### src/design/bms_pkg.sv
package bms_pkg;

    localparam int BMS_MAX_ITEMS = 64;
    localparam int BMS_DATA_W    = 32;

    typedef logic signed [BMS_DATA_W-1:0] t_data;

    // per-cell control, set by the top level each cycle
    typedef struct packed {
        logic insert;    // broadcast value is being inserted this cycle
        logic shift;     // output taken: move every value one place towards cell 0
        logic occupied;  // cell holds a value of the current batch
        logic at_tail;   // cell is the first free place
    } t_cell_ctrl;

endpackage

### src/design/bms_cell.sv
module bms_cell (
    input  logic              i_clk,
    input  bms_pkg::t_cell_ctrl i_ctrl,
    input  bms_pkg::t_data    i_new_value,
    input  bms_pkg::t_data    i_left_value,
    input  logic              i_left_gt,
    input  bms_pkg::t_data    i_right_value,
    output bms_pkg::t_data    o_value,
    output logic              o_gt
);
    import bms_pkg::*;

    t_data r_value;
    t_data n_value;

    // stored value is greater than the incoming one: it must move one place up
    assign o_gt    = i_ctrl.occupied && (r_value > i_new_value);
    assign o_value = r_value;

    always_comb begin
        n_value = r_value;
        if (i_ctrl.shift) begin
            n_value = i_right_value;
        end else if (i_ctrl.insert) begin
            if (i_left_gt) begin
                n_value = i_left_value;
            end else if (o_gt || i_ctrl.at_tail) begin
                n_value = i_new_value;
            end
        end
    end

    always_ff @(posedge i_clk) begin
        r_value <= n_value;
    end

endmodule

### config.mk
export PLATFORM = sky130hd
export DESIGN_NAME = bms_cell
export DESIGN_NICKNAME = d
export VERILOG_FILES = /design/src/design/bms_pkg.sv /design/src/design/bms_cell.sv
export SDC_FILE = /design/constraint.sdc
export NUM_CORES = 1
export LEC_CHECK = 0
export ABC_AREA = 1
export BUFFER_PORTS_ARGS = -buffer_cell sky130_fd_sc_hd__buf_2
export CORE_ASPECT_RATIO = 2
export CORE_MARGIN = 2
export CORE_UTILIZATION = 45
export CTS_CLUSTER_SIZE = 40
export DETAILED_ROUTE_END_ITERATION = 8
export PLACE_DENSITY = 0.8
export SYNTH_ARGS = -nofsm -noshare
export SYNTH_HDL_FRONTEND = slang
export SYNTH_SLANG_ARGS = --single-unit
export TNS_END_PERCENT = 1
### constraint.sdc
create_clock -name i_clk -period 6.2 [get_ports i_clk]
set_input_delay 0.62 -clock i_clk [delete_from_list [all_inputs] [get_ports i_clk]]
set_output_delay 0.62 -clock i_clk [all_outputs]
set_load 0.01 [all_outputs]
==> metrics.txt <==
vias in the first global route 2464; die area 0.006271 mm^2; Placement Cell Area 0.003231 mm^2; worst relative slew slack 31.63%; number of warnings issued by yosys 0; CP Max Fanout 32; Max Cap Violations 0; layout cells sized above 1 34.67%; drt initial violations 65; Post-synth EDFFs 32; vias per inst 5.180; slowest stage delay, CP 820 ps; Post-CTS Resized 0; Internal Power 431.2 uW; worst skew pair latency 280 ps; Tmin final 2748 ps; Clock Tree Buf Depth 2; setup_tns 0 ps; Max Freq 0.3639 GHz; post-synth cell types 23; Max Clock Skew 3.315 ps; worst vdd ir 136.3 uV; Worst Tran Pin Value 1023 ps; first-pass GRT wire length 9915 um; area grow syn2layout 30.83%; final WL 6284 um; Fin. Hold Viols 0; clock tree from TritonCTS built; Crit-path slowest cell a21oi_4; Crit. End Element flop; fin. max-slew vios 0; Cells after DPL 477; CP Launch Type primary input; Largest delay share family, worst path compound AO/OA/AOI/OAI gates; row count 38; synth cell count leaders 69 x nand2_1, 42 x inv_1, 32 x edfxtp_1, 32 x ha_1, 31 x o21a_1; fin nets 558; Multi-input gate area 0.001359 mm^2; width of the die 57.01 um; clock share of power 24.3%; number of fill cells 500; Mapped Cells 296; Finished Layout Cells 484; Worst Path Arrival 2640 ps; DRC 0; First-pass DRT Iterations 4; Hold Buf Count CTS 0; Lkg Pwr 1.697 nW; global placer's final weighted congestion 0.8165; CP required 6100 ps; Yosys top cell by area edfxtp_1; Most common cell on crit path nand2_1; Ant. Diodes 0; Hold Path Class primary input to flop; CTS Root Cell clkbuf_8; Final period util 44.32%; hold_sp i_right_value[11]; largest net degree at the start of global routing 64; worst hold slack 613.0 ps; crit path from i_new_value[31]; H-tree Lvls 2; Reg power frac 44.7%; WP buf/inv 2; worst setup margin 3452 ps; PD cells 188.2 mW/mm^2; Critical Path, Cell by Cell buf_2 -> inv_1 -> ha_1 -> a21oi_1 -> o21a_1 -> nand2_1 -> a21oi_1 -> nand2_1 -> nand2_1 -> nand3_2 -> a21oi_4; Clock transition at path regs 70 ps; grt total ovfl 0; Psw 191.3 uW; TritonCTS Buffers 5; post-synth top area share 38.00%; Reg area 960.9 um^2; Main synth FF type edfxtp_1; Setup Buffers After CTS 0; port bufs 134; die span in y 110.0 um; Syn Nets 430; Seq cells post-synth 32; dominant cells by area after synthesis edfxtp_1 38%, ha_1 16%, nand2_1 10%; antenna viol nets, final 0; pre-CTS WS 3093 ps; synthesized area per cell 8.543 um^2; Mapped Area 0.002529 mm^2; CP Class primary input to flop; status finished, final reports clean; logic gate share of total power 30.9%; sequential area share after synthesis 38.00%; total number of vias 2507; switch share 30.74%; RSZ-0062 raised after global routing no; max reg flops 32; IO Count 135; initial core utilization 46.65%; fraction of registers with async set/reset 0%; GRT Overall Usage 20.08%; final number of setup-violating endpoints 0; most common cell in the netlist nand2_1; routed len/inst 12.98 um; post-route cell area 0.003308 mm^2; initial antenna violation count 0; CORE AREA 0.005420 mm^2; worst reg2reg startpoint o_value[14]; DPL Wire Length 5082 um; Sink Count 32
-- layout make-up --
class / count / share of cell area (%)
Clock buffer: 6 / 2.194
Timing Repair Buffer: 134 / 20.27
Clock inverter: 1 / 0.1513
Inverter: 44 / 4.992
Sequential cell: 32 / 29.05
Multi-Input combinational cell: 207 / 41.07
Tap cell: 60 / 2.269
-- placed cells by master, fill, tap and decap left out, types with 2 or more instances in the layout --
cell type  netlist  routed
nand2_1         69      69
ha_1            32      32
inv_1           42      42
o211ai_1        29      29
o21ai_0          2       2
edfxtp_1        32      32
clkbuf_8         0       5
nor2_2           2       2
nand3_1          2       2
o21a_1          31      31
a21oi_1         20      20
nor2_1          12      12
buf_2            2     134
-- metal layers --
| layer | track usage [%] | part of all wire, % |
|---|---|---|
| met5 | 0 | 0 |
| met2 | 40.80 | 58 |
| met4 | 9.136 | 2.5 |
| met1 | 18.95 | 34 |
| met3 | 2.684 | 5.1 |
-- power groups by stage --
stage	Clock (mW)	Combinational [mW]	Sequential [mW]
2_1_floorplan	0	0.105	0.293
3_3_place_gp	0	0.190	0.283
3_5_place_dp	0	0.195	0.283
4_1_cts	0.155	0.196	0.279
5_1_grt	0.161	0.219	0.281
6_report	0.151	0.193	0.279
-- path summary, 6_finish.rpt --
path                               endpoint  slack, ps  cells past startpoint
worst max register to register  o_value[16]       3500                     11
worst max-delay path            o_value[16]       3450                     11
worst min register to register  o_value[26]       1230                      4
worst min-delay path            o_value[11]        610                      2
-- metrics by stage --
step	util, %	total power [mW]
2_1_floorplan	-	0.3979
3_3_place_gp	59.60	0.4723
3_5_place_dp	59.60	0.4782
4_1_cts	61.03	0.6299
5_1_grt	61.03	0.6614
6_report	61.03	0.6225
-- kinds of logic (layout without fill, tap and decap cells) --
logic type,count (synthesis),count (layout),share of synthesized area (%)
compound gates,85,85,23.11
buf+inv,57,185,8.560
simple gates,90,90,14.50
fa+ha+maj,32,32,15.83
flops,32,32,38.00
Power figures use the tool's default switching activity.
